<file path="config.mk">
export PLATFORM = sky130hd
export DESIGN_NAME = box_regression_square_crop
export DESIGN_NICKNAME = d
export VERILOG_FILES = /design/src/design/brsc_pkg.sv /design/src/design/box_regression_square_crop.sv
export SDC_FILE = /design/constraint.sdc
export NUM_CORES = 2
export LEC_CHECK = 0
export ABC_AREA = 1
export BUFFER_PORTS_ARGS = -buffer_cell sky130_fd_sc_hd__buf_2
export CORE_MARGIN = 1
export CORE_UTILIZATION = 30
export DETAILED_ROUTE_END_ITERATION = 8
export GPL_TIMING_DRIVEN = 0
export PLACE_DENSITY = 0.53
export SYNTH_ARGS = -nofsm -noshare
export SYNTH_HDL_FRONTEND = slang
export SYNTH_SLANG_ARGS = --single-unit
</file>
<file path="constraint.sdc">
create_clock -name clk -period 76 [get_ports clk]
set_input_delay 19 -clock clk [delete_from_list [all_inputs] [get_ports clk]]
set_output_delay 19 -clock clk [all_outputs]
set_load 0.01 [all_outputs]
</file>
<file path="src/design/brsc_pkg.sv">
// Shared constants for the square-crop box regression block.
// Field widths, configuration register indexes and the coefficient helper.
// No dependencies.
package brsc_pkg;

    localparam int COEF_FRAC_BITS_DEF  = 15;
    localparam int COORD_FRAC_BITS_DEF = 4;

    localparam int COORD_W   = 18;  // box edge, signed
    localparam int CROP_LT_W = 15;  // crop left/top, unsigned
    localparam int CROP_RB_W = 16;  // crop right/bottom, signed
    localparam int IMG_W     = 14;  // image size registers
    localparam int REG_IDX_W = 1;

    localparam int S_DATA_W = 4 * COORD_W;
    localparam int M_DATA_W = 64;

    localparam logic [REG_IDX_W-1:0] REG_IMAGE_WIDTH  = 1'b0;
    localparam logic [REG_IDX_W-1:0] REG_IMAGE_HEIGHT = 1'b1;

    // Matrix entry given in units of 1/10000, rounded to frac fraction bits.
    // Used at elaboration only.
    function automatic longint coef_q(input int e4, input int frac);
        longint k;
        k = ((longint'(e4) << frac) + 64'sd5000) / 64'sd10000;
        return k;
    endfunction

endpackage

</file>
<file path="src/design/box_regression_square_crop.sv">
// Square crop from a detected box: regression, 1.2x side, centering, clamps.
// Depends on brsc_pkg.
//
//  channel | dir | beat content
//  --------+-----+--------------------------------------------------------
//  s_*     | in  | box_left, box_top, box_right, box_bottom (Q.4 pixels)
//  m_*     | out | crop_left, crop_top, crop_right, crop_bottom; tuser=degenerate
//  cfg_*   | in  | image_width (index 0), image_height (index 1)
//
// Nine register stages, the last one the output register; one beat per cycle
// sustained while m_tready is high. Each stage has its own valid bit and moves
// when it is empty or the stage after it moves, so bubbles are squeezed out
// and a stall on m_tready loses nothing. Reset clears the valid bits and sets
// both image size registers to 640.
module box_regression_square_crop #(
    parameter int COEF_FRAC_BITS  = brsc_pkg::COEF_FRAC_BITS_DEF,
    parameter int COORD_FRAC_BITS = brsc_pkg::COORD_FRAC_BITS_DEF
) (
    input  logic                           clk,
    input  logic                           rst_n,
    input  logic                           s_tvalid,
    output logic                           s_tready,
    // box_left, box_top, box_right, box_bottom (18 bits each)
    input  logic [brsc_pkg::S_DATA_W-1:0]  s_tdata,
    output logic                           m_tvalid,
    input  logic                           m_tready,
    // crop_left[14:0], crop_top[29:15], crop_right[45:30], crop_bottom[61:46], zero pad
    output logic [brsc_pkg::M_DATA_W-1:0]  m_tdata,
    // degenerate
    output logic                           m_tuser,
    input  logic                           cfg_we,
    input  logic [brsc_pkg::REG_IDX_W-1:0] cfg_addr,
    input  logic [brsc_pkg::IMG_W-1:0]     cfg_wdata
);
    import brsc_pkg::*;

    localparam int NSTG = 9;
    localparam int C    = COEF_FRAC_BITS;
    localparam int F    = COEF_FRAC_BITS + COORD_FRAC_BITS;
    localparam int DW   = COORD_W + 1;      // differences and sums of edges
    localparam int KW   = C + 2;            // combined coefficients
    localparam int PW   = C + 21;           // products and regressed sums
    localparam int MW   = C + 23;           // 3*extent and rounding sum
    localparam int QW   = MW - F;           // extent over 2^F
    localparam int K_SH = QW + 3;           // reciprocal shift for /5
    localparam int RCW  = QW + 1;
    localparam int XW   = 2 * QW + 1;       // reciprocal product
    localparam int SW   = QW - 1;           // signed side
    localparam int ZW   = C + 23;           // edge before final rounding
    localparam int LW   = ZW - F;           // rounded left/top
    localparam int RSW  = LW + 1;           // left + side

    localparam logic signed [KW-1:0] COEF_A = KW'(coef_q(1801, C) + coef_q(1988, C)
        + coef_q(1177, C) + coef_q(1899, C));
    localparam logic signed [KW-1:0] COEF_B = KW'(coef_q(2433, C) + coef_q(2434, C)
        + coef_q(1699, C) + coef_q(3874, C));
    localparam logic signed [KW-1:0] COEF_P = KW'(coef_q(1988, C) - coef_q(1801, C));
    localparam logic signed [KW-1:0] COEF_Q = KW'(coef_q(2434, C) - coef_q(2433, C));
    localparam logic signed [KW-1:0] COEF_R = KW'(coef_q(1899, C) - coef_q(1177, C));
    localparam logic signed [KW-1:0] COEF_S = KW'(coef_q(3874, C) - coef_q(1699, C));

    localparam logic [MW-1:0]  HALF5   = MW'(64'd5 << (F - 1));
    localparam logic [RCW-1:0] RECIP   = RCW'(((64'd1 << K_SH) + 64'd4) / 64'd5);
    localparam logic signed [ZW:0] RND_POS = (ZW+1)'(64'd1 << F);
    localparam logic signed [ZW:0] RND_NEG = (ZW+1)'((64'd1 << F) - 64'd1);
    localparam logic signed [LW-1:0]  LEFT_MAX  = LW'(32767);
    localparam logic signed [RSW-1:0] RIGHT_MIN = RSW'(-32768);

    // configuration
    logic [IMG_W-1:0] width_reg, width_next;
    logic [IMG_W-1:0] height_reg, height_next;

    // stage handshake
    logic [NSTG-1:0] vld_reg, vld_next;
    logic [NSTG-1:0] adv;

    // input unpack
    logic signed [COORD_W-1:0] box_left, box_top, box_right, box_bottom;

    // stage 1: extents and centre sums
    logic signed [DW-1:0] s1_w_reg, s1_h_reg, s1_sx_reg, s1_sy_reg;
    logic signed [DW-1:0] s1_w_next, s1_h_next, s1_sx_next, s1_sy_next;
    logic                 s1_dg_reg, s1_dg_next;
    // stage 2: constant products
    logic signed [PW-1:0] s2_aw_reg, s2_bh_reg, s2_pw_reg, s2_qh_reg, s2_rw_reg, s2_sh_reg;
    logic signed [PW-1:0] s2_aw_next, s2_bh_next, s2_pw_next, s2_qh_next;
    logic signed [PW-1:0] s2_rw_next, s2_sh_next;
    logic signed [DW-1:0] s2_sx_reg, s2_sy_reg;
    logic                 s2_dg_reg;
    // stage 3: summed extent and doubled regressed centres
    logic signed [PW-1:0] s3_e_reg, s3_x_reg, s3_y_reg;
    logic signed [PW-1:0] s3_e_next, s3_x_next, s3_y_next;
    logic                 s3_dg_reg;
    // stage 4: three times the extent
    logic signed [MW-1:0] s4_t3_reg, s4_t3_next;
    logic signed [PW-1:0] s4_x_reg, s4_y_reg;
    logic                 s4_dg_reg;
    // stage 5: rounded magnitude over 2^F
    logic [MW-1:0]        s5_m;
    logic [QW-1:0]        s5_q_reg, s5_q_next;
    logic                 s5_neg_reg, s5_neg_next;
    logic signed [PW-1:0] s5_x_reg, s5_y_reg;
    logic                 s5_dg_reg;
    // stage 6: divide by five
    logic [XW-1:0]        s6_prod;
    logic [QW-3:0]        s6_mag_reg, s6_mag_next;
    logic                 s6_neg_reg;
    logic signed [PW-1:0] s6_x_reg, s6_y_reg;
    logic                 s6_dg_reg;
    // stage 7: centre minus side
    logic signed [ZW-1:0] s7_shift;
    logic signed [ZW-1:0] s7_zl_reg, s7_zt_reg, s7_zl_next, s7_zt_next;
    logic signed [SW-1:0] s7_side_reg, s7_side_next;
    logic                 s7_dg_reg;
    // stage 8: final rounding
    logic signed [ZW:0]   s8_suml, s8_sumt;
    logic signed [LW-1:0] s8_left_reg, s8_top_reg, s8_left_next, s8_top_next;
    logic signed [SW-1:0] s8_side_reg;
    logic                 s8_dg_reg;
    // stage 9: clamps, output register
    logic signed [RSW-1:0] s9_left, s9_top, s9_right, s9_bottom, s9_capw, s9_caph;
    logic [CROP_LT_W-1:0] crop_left_reg, crop_top_reg, crop_left_next, crop_top_next;
    logic [CROP_RB_W-1:0] crop_right_reg, crop_bottom_reg;
    logic [CROP_RB_W-1:0] crop_right_next, crop_bottom_next;
    logic                 degen_reg;

    assign box_left   = s_tdata[COORD_W-1:0];
    assign box_top    = s_tdata[2*COORD_W-1:COORD_W];
    assign box_right  = s_tdata[3*COORD_W-1:2*COORD_W];
    assign box_bottom = s_tdata[4*COORD_W-1:3*COORD_W];

    // ---------------------------------------------------------------- control
    always_comb
    begin
        adv[NSTG-1] = !vld_reg[NSTG-1] || m_tready;
        for (int i = NSTG - 2; i >= 0; i--)
        begin
            adv[i] = !vld_reg[i] || adv[i+1];
        end
        vld_next = vld_reg;
        if (adv[0])
        begin
            vld_next[0] = s_tvalid;
        end
        for (int i = 1; i < NSTG; i++)
        begin
            if (adv[i])
            begin
                vld_next[i] = vld_reg[i-1];
            end
        end
    end

    always_comb
    begin
        width_next  = width_reg;
        height_next = height_reg;
        if (cfg_we)
        begin
            unique case (cfg_addr)
                REG_IMAGE_WIDTH:  width_next  = cfg_wdata;
                REG_IMAGE_HEIGHT: height_next = cfg_wdata;
                default:          ;
            endcase
        end
    end

    always_ff @(posedge clk or negedge rst_n)
    begin
        if (!rst_n)
        begin
            vld_reg    <= '0;
            width_reg  <= IMG_W'(640);
            height_reg <= IMG_W'(640);
        end
        else
        begin
            vld_reg    <= vld_next;
            width_reg  <= width_next;
            height_reg <= height_next;
        end
    end

    // ---------------------------------------------------------------- datapath
    always_comb
    begin
        // stage 1
        s1_w_next  = DW'(box_right) - DW'(box_left);
        s1_h_next  = DW'(box_bottom) - DW'(box_top);
        s1_sx_next = DW'(box_left) + DW'(box_top) - DW'(box_top) + DW'(box_right);
        s1_sy_next = DW'(box_top) + DW'(box_bottom);
        s1_dg_next = ((DW+1)'(s1_w_next) + (DW+1)'(s1_h_next)) <= 0;

        // stage 2
        s2_aw_next = PW'(s1_w_reg) * PW'(COEF_A);
        s2_bh_next = PW'(s1_h_reg) * PW'(COEF_B);
        s2_pw_next = PW'(s1_w_reg) * PW'(COEF_P);
        s2_qh_next = PW'(s1_h_reg) * PW'(COEF_Q);
        s2_rw_next = PW'(s1_w_reg) * PW'(COEF_R);
        s2_sh_next = PW'(s1_h_reg) * PW'(COEF_S);

        // stage 3
        s3_e_next = s2_aw_reg + s2_bh_reg;
        s3_x_next = (PW'(s2_sx_reg) <<< C) + s2_pw_reg + s2_qh_reg;
        s3_y_next = (PW'(s2_sy_reg) <<< C) + s2_rw_reg + s2_sh_reg;

        // stage 4
        s4_t3_next = MW'(s3_e_reg) + (MW'(s3_e_reg) <<< 1);

        // stage 5: |3E| + 2.5*2^F, one adder either way
        s5_neg_next = s4_t3_reg[MW-1];
        s5_m        = s5_neg_next ? (HALF5 - $unsigned(s4_t3_reg))
                                  : (HALF5 + $unsigned(s4_t3_reg));
        s5_q_next   = s5_m[MW-1:F];

        // stage 6: floor(q/5) by reciprocal, exact over the whole q range
        s6_prod     = XW'(s5_q_reg) * XW'(RECIP);
        s6_mag_next = s6_prod[XW-1:K_SH];

        // stage 7
        s7_side_next = s6_neg_reg ? -SW'(s6_mag_reg) : SW'(s6_mag_reg);
        s7_shift     = $signed(ZW'(s6_mag_reg) << F);
        s7_zl_next   = s6_neg_reg ? ZW'(s6_x_reg) + s7_shift : ZW'(s6_x_reg) - s7_shift;
        s7_zt_next   = s6_neg_reg ? ZW'(s6_y_reg) + s7_shift : ZW'(s6_y_reg) - s7_shift;

        // stage 8: halves away from zero, one bias add then arithmetic shift
        s8_suml      = (ZW+1)'(s7_zl_reg) + (s7_zl_reg[ZW-1] ? RND_NEG : RND_POS);
        s8_sumt      = (ZW+1)'(s7_zt_reg) + (s7_zt_reg[ZW-1] ? RND_NEG : RND_POS);
        s8_left_next = s8_suml[ZW:F+1];
        s8_top_next  = s8_sumt[ZW:F+1];

        // stage 9
        s9_left   = RSW'(s8_left_reg);
        s9_top    = RSW'(s8_top_reg);
        s9_right  = s9_left + RSW'(s8_side_reg);
        s9_bottom = s9_top + RSW'(s8_side_reg);
        s9_capw   = RSW'($signed({1'b0, width_reg}));
        s9_caph   = RSW'($signed({1'b0, height_reg}));

        if (s8_left_reg < 0)
            crop_left_next = '0;
        else if (s8_left_reg > LEFT_MAX)
            crop_left_next = CROP_LT_W'(LEFT_MAX);
        else
            crop_left_next = CROP_LT_W'(s8_left_reg);

        if (s8_top_reg < 0)
            crop_top_next = '0;
        else if (s8_top_reg > LEFT_MAX)
            crop_top_next = CROP_LT_W'(LEFT_MAX);
        else
            crop_top_next = CROP_LT_W'(s8_top_reg);

        // cap never exceeds 16383, so only the low side needs saturating
        if (s9_right > s9_capw)
            crop_right_next = CROP_RB_W'(s9_capw);
        else if (s9_right < RIGHT_MIN)
            crop_right_next = CROP_RB_W'(RIGHT_MIN);
        else
            crop_right_next = CROP_RB_W'(s9_right);

        if (s9_bottom > s9_caph)
            crop_bottom_next = CROP_RB_W'(s9_caph);
        else if (s9_bottom < RIGHT_MIN)
            crop_bottom_next = CROP_RB_W'(RIGHT_MIN);
        else
            crop_bottom_next = CROP_RB_W'(s9_bottom);
    end

    always_ff @(posedge clk)
    begin
        if (adv[0])
        begin
            s1_w_reg  <= s1_w_next;
            s1_h_reg  <= s1_h_next;
            s1_sx_reg <= s1_sx_next;
            s1_sy_reg <= s1_sy_next;
            s1_dg_reg <= s1_dg_next;
        end
        if (adv[1])
        begin
            s2_aw_reg <= s2_aw_next;
            s2_bh_reg <= s2_bh_next;
            s2_pw_reg <= s2_pw_next;
            s2_qh_reg <= s2_qh_next;
            s2_rw_reg <= s2_rw_next;
            s2_sh_reg <= s2_sh_next;
            s2_sx_reg <= s1_sx_reg;
            s2_sy_reg <= s1_sy_reg;
            s2_dg_reg <= s1_dg_reg;
        end
        if (adv[2])
        begin
            s3_e_reg  <= s3_e_next;
            s3_x_reg  <= s3_x_next;
            s3_y_reg  <= s3_y_next;
            s3_dg_reg <= s2_dg_reg;
        end
        if (adv[3])
        begin
            s4_t3_reg <= s4_t3_next;
            s4_x_reg  <= s3_x_reg;
            s4_y_reg  <= s3_y_reg;
            s4_dg_reg <= s3_dg_reg;
        end
        if (adv[4])
        begin
            s5_q_reg   <= s5_q_next;
            s5_neg_reg <= s5_neg_next;
            s5_x_reg   <= s4_x_reg;
            s5_y_reg   <= s4_y_reg;
            s5_dg_reg  <= s4_dg_reg;
        end
        if (adv[5])
        begin
            s6_mag_reg <= s6_mag_next;
            s6_neg_reg <= s5_neg_reg;
            s6_x_reg   <= s5_x_reg;
            s6_y_reg   <= s5_y_reg;
            s6_dg_reg  <= s5_dg_reg;
        end
        if (adv[6])
        begin
            s7_zl_reg   <= s7_zl_next;
            s7_zt_reg   <= s7_zt_next;
            s7_side_reg <= s7_side_next;
            s7_dg_reg   <= s6_dg_reg;
        end
        if (adv[7])
        begin
            s8_left_reg <= s8_left_next;
            s8_top_reg  <= s8_top_next;
            s8_side_reg <= s7_side_reg;
            s8_dg_reg   <= s7_dg_reg;
        end
        if (adv[8])
        begin
            crop_left_reg   <= crop_left_next;
            crop_top_reg    <= crop_top_next;
            crop_right_reg  <= crop_right_next;
            crop_bottom_reg <= crop_bottom_next;
            degen_reg       <= s8_dg_reg;
        end
    end

    assign s_tready = adv[0];
    assign m_tvalid = vld_reg[NSTG-1];
    assign m_tdata  = {(M_DATA_W - 2*CROP_LT_W - 2*CROP_RB_W)'(0), crop_bottom_reg,
                       crop_right_reg, crop_top_reg, crop_left_reg};
    assign m_tuser  = degen_reg;

endmodule
</file>
After elaboration in Yosys (flattened, before gate mapping) --
Index checks and enable logic that the tools add are counted.
Operators by class: add/subtract/negate cells 24, muxes and demuxes 12, multiply operators 6, order comparisons 9, bitwise logic cells 1, reductions and logical operators 22
Operators with widths (count):
- adder 36 x 37 -> 38 bit | 3
- two-way mux 38 bit | 3
- adder 38 x 21 -> 39 bit | 2
- subtractor 36 x 37 -> 38 bit | 2
- adder 34 x 36 -> 36 bit | 2
- adder 36 bit | 2
- adder 19 x 18 -> 20 bit | 2
- greater-than comparator 20 x 15 -> 1 bit | 2
- < comparator 20 x 16 -> 1 bit, second input constant | 2
- two-way mux 20 bit | 2
- multiplier 19 x 20 -> 39 bit, second input constant | 1
- adder 18 x 18 -> 19 bit | 2
- adder 21 x 38 -> 38 bit, first input constant | 1
- greater-than comparator 19 x 16 -> 1 bit, second input constant | 2
- < comparator 19 x 1 -> 1 bit, second input constant | 2
- subtractor 18 x 18 -> 19 bit | 2
- subtractor 21 x 38 -> 38 bit, first input constant | 1
- adder 36 x 21 -> 36 bit | 1
- multiplier 19 x 17 -> 36 bit, second input constant | 1
- multiplier 19 x 14 -> 33 bit, second input constant | 1
- two-way mux 16 bit | 2
- multiplier 19 x 12 -> 31 bit, second input constant | 1
- multiplier 19 x 11 -> 30 bit, second input constant | 1
- two-way mux 15 bit | 2
- 13 further kinds | 32
Word-level totals: word-level logic and storage cells 135, bits in registers 963, bits of input ports 92, output and inout port bits 67

Logic depth before layout (Yosys ltp) --
word-level depth 10, mapped depth 28, depth with buffers taken out 28

Worst setup path after synthesis --
OpenSTA, ideal clock, no wires.
path type input port to output port, start in m_tready, end out s_tready, stages on the path 14, path buffers 0, required time 57.000 ns, arrival 31.946 ns, setup slack 25.054 ns, path through nor2_1 > inv_1 > nor2_1 > inv_1 > nor2_1 > inv_1 > nor2_1 > inv_1 > nor2_1 > inv_1 > nor2_1 > nand2_1 > nor2_1 > nand2_1
Between the ends: cells in the longest elaborated chain, start to end 9
RTL lines:
- start: declaration | RTL line box_regression_square_crop.sv:26 | input logic m_tready,
- logical OR 1 bit | RTL line box_regression_square_crop.sv:135 | adv[NSTG-1] = !vld_reg[NSTG-1] || m_tready;
- named net adv[8] | RTL line box_regression_square_crop.sv:75 | logic [NSTG-1:0] adv;
- logical OR 1 bit | RTL line box_regression_square_crop.sv:138 | adv[i] = !vld_reg[i] || adv[i+1];
- named net adv[7] | RTL line box_regression_square_crop.sv:75
- logical OR 1 bit | RTL line box_regression_square_crop.sv:138
- named net adv[6] | RTL line box_regression_square_crop.sv:75
- logical OR 1 bit | RTL line box_regression_square_crop.sv:138
- named net adv[5] | RTL line box_regression_square_crop.sv:75
- logical OR 1 bit | RTL line box_regression_square_crop.sv:138
- named net adv[4] | RTL line box_regression_square_crop.sv:75
- logical OR 1 bit (2 in series) | RTL line box_regression_square_crop.sv:138
- named net adv[2] | RTL line box_regression_square_crop.sv:75
- logical OR 1 bit (2 in series) | RTL line box_regression_square_crop.sv:138
- end: declaration | RTL line box_regression_square_crop.sv:22 | output logic s_tready,
The timed path passes the listed nets, and every way through them passes these cells.

Worst setup path after layout --
Ends and elaborated chain as after synthesis.

==> metrics.md <==
| Metric | Value |
|---|---|
| CTS tree | `built` |
| CP Capture Type | `output pin` |
| Via Count | `55700` |
| Buffer count from post-CTS setup fixing | `0` |
| Tot GR Track Use | `0.158` |
| Initial Util | `0.303` |
| Syn Inst Count | `8097` |
| # clock sinks | `924` |
| Final ANT Viol Nets | `0` |
| Initial antenna violation count | `10` |
| CP top delay family | `simple AND/OR/NAND/NOR gates` |
| Outcome | `finished clean` |
| Skew-Pair Late Insertion Delay | `780 ps` |
| Largest net degree at the start of global routing | `138` |
| WP data arrival | `23380 ps` |
| Wire per inst | `17.6 um` |
| Endpoints failing hold | `0` |
| CTS clk-pin slew, worst paths | `60 ps` |
| DRT iter0 DRCs | `3452` |
| Clock Path Buffers | `3` |
| Fmax | `0.0236 GHz` |
| Slowest-stage cell, CP | `nor2_1` |
| Slowest Stage Delay on Critical Path | `550 ps` |
| Worst setup SP type | `input port` |
| H-tree depth | `3` |
| Avg Cell Area, Syn | `9.73 um2` |
| Worst setup path class | `input port to output pin` |
| First-pass GRT wire length | `326 mm` |
| Crit-path cells | `buf_2 > nor2_1 > inv_2 > nor2_1 > inv_2 > nor2_1 > inv_4 > nor2_1 > inv_4 > nor2_1 > inv_4 > nor2_1 > nand2_4 > nor2_1 > nand2_4 > buf_16 > buf_2` |
| Post-synth cell types | `67` |
| CP Buf/Inv Count | `8` |
| # port buffers | `156` |
| Fill cells | `26500` |
| IO Pins | `159` |
| Count of final max-slew check failures | `0` |
| Post-CTS Resized | `0` |
| Detailed-route DRC error count | `0` |
| Routed WL | `210 mm` |
| RSZ-0062 raised after global routing | `false` |
| Tightest Hold Check Type | `flop to flop` |
| YS warnings | `0` |
| Die area | `265000 um2` |
| Mapped cell area | `78800 um2` |
| Core area | `260000 um2` |
| Sequential cell area fraction in the yosys report | `0.350` |
| Post-synth EDFFs | `887` |
| Share of layout cells above drive strength 1 | `0.0530` |
| Synth Register Bits | `924` |
| Worst EP required | `57000 ps` |
| GPL Wtd Cong | `0.914` |
| Die span in y | `514 um` |
| Synth Flop Type | `edfxtp_1` |
| # nets final | `10100` |
| MaxCap Viol Count | `0` |
| Clock period minus worst slack | `42380 ps` |
| Vias per inst | `4.66` |
| Cell row count | `187` |
| Max_slew headroom | `0.239` |
| Area growth syn-to-layout | `11.3%` |
| Cell repeated most along the worst path | `nor2_1` |
| Gr ovfl total | `0` |
| Slew @ Worst Pin | `1140 ps` |
| Tcrit/Tclk final | `0.558` |
| Total CTS buffers | `103` |
| Setup TNS | `0 ps` |
| Hold_buf cts | `0` |
| Ys async rst share | `0.0400` |
| Post-detail-place hpwl | `178 mm` |
| Max FO, Critical Path | `54` |
| Pre-antenna DRT Iters | `7` |
| Skew final | `70.3 ps` |
| Vias in the first global route | `57100` |
| CTS Root Cell | `clkbuf_16` |
| Final setup viols | `0` |
| Die width | `514 um` |
==> cell usage in the layout, fill, tap and decap left out, drive strengths merged, types with 168 or more instances in the layout <==
| cell type | synthesis | routed |
|---|---|---|
| inv | 1544 | 1550 |
| nand2 | 1269 | 1269 |
| ha | 1014 | 1014 |
| edfxtp | 887 | 887 |
| fa | 592 | 592 |
| a21oi | 543 | 543 |
| nor2 | 486 | 486 |
| o21ai | 386 | 386 |
| xor2 | 344 | 344 |
| nand3 | 277 | 277 |
| buf | 13 | 181 |
| clkbuf | 35 | 168 |
==> area by class of cell <==
cell class                      instances  area (um2)  area share
Antenna cell                            3        7.51   0.0000856
Buffer                                 48         250     0.00285
Clock buffer                          133        2730      0.0311
Clock inverter                         60         649     0.00741
Inverter                             1544        5810      0.0663
Multi-Input combinational cell       5582       45200       0.516
Sequential cell                       924       27600       0.314
Tap cell                             3496        4370      0.0499
Timing Repair Buffer                  168        1080      0.0123
==> layer usage <==
layer	wire length, um	global-route usage	up-vias
met5	0	0	-
li1	-	-	27400
met4	5910	0.0438	0
met1	98900	0.215	27000
met3	7310	0.0168	263
met2	98200	0.266	1067
==> synth_stat cells, types with 56 or more instances <==
cell type / n / area [um2]
xnor2_1: 129 / 1130
inv_1: 1537 / 5770
xor2_1: 343 / 3000
nor3_1: 87 / 435
a21o_1: 56 / 420
ha_1: 1014 / 12700
fa_1: 592 / 11900
nand2_1: 1251 / 4700
edfxtp_1: 887 / 26600
nand3_1: 257 / 1290
a31oi_1: 61 / 382
nand4_1: 80 / 500
o21ai_0: 363 / 1820
nor2_1: 481 / 1810
a21oi_1: 538 / 2690
==> worst paths after layout <==
check / start / end / slack [ps] / depth (start not counted)
setup / recovery: m_tready / s_tready / 33620 / 17
hold / removal: s5_y_reg[23] / s6_y_reg[23] / 360 / 0
setup reg to reg: s1_h_reg[17] / s2_bh_reg[33] / 69020 / 19
hold reg to reg: s5_y_reg[23] / s6_y_reg[23] / 360 / 0
max in group asynchronous: rst_n / vld_reg[3] / 56990 / 1
min in group asynchronous: rst_n / width_reg[6] / 18390 / 1
==> cells by family after synthesis <==
logic type,after synthesis,synth area share
AO/OA/AOI/OAI,1209,0.0859
XOR/XNOR,473,0.0528
adder cells (fa/ha/maj),1606,0.311
AND/OR/NAND/NOR,2292,0.123
other,1,0.0000476
flip-flops,924,0.350
buffers and inverters,1592,0.0767
==> through the flow <==
step | cell area (um2) | instances | hold slack, ps | util | setup WS, ps
finish | 87700 | 12000 | 359 | 0.337 | 33620
floorplan | 78800 | 8098 | 400 | - | 25050
CTS | 87700 | 12000 | 342 | 0.337 | 33510
global route | 87700 | 12000 | 360 | 0.337 | 33090
global placement | 84000 | 11800 | 402 | 0.322 | 19190
detailed placement | 84300 | 11800 | 405 | 0.324 | 33520
Power is left out: the tool's default activity adds up to more than one toggle a clock period on the data nets, which glitch-free logic cannot reach.
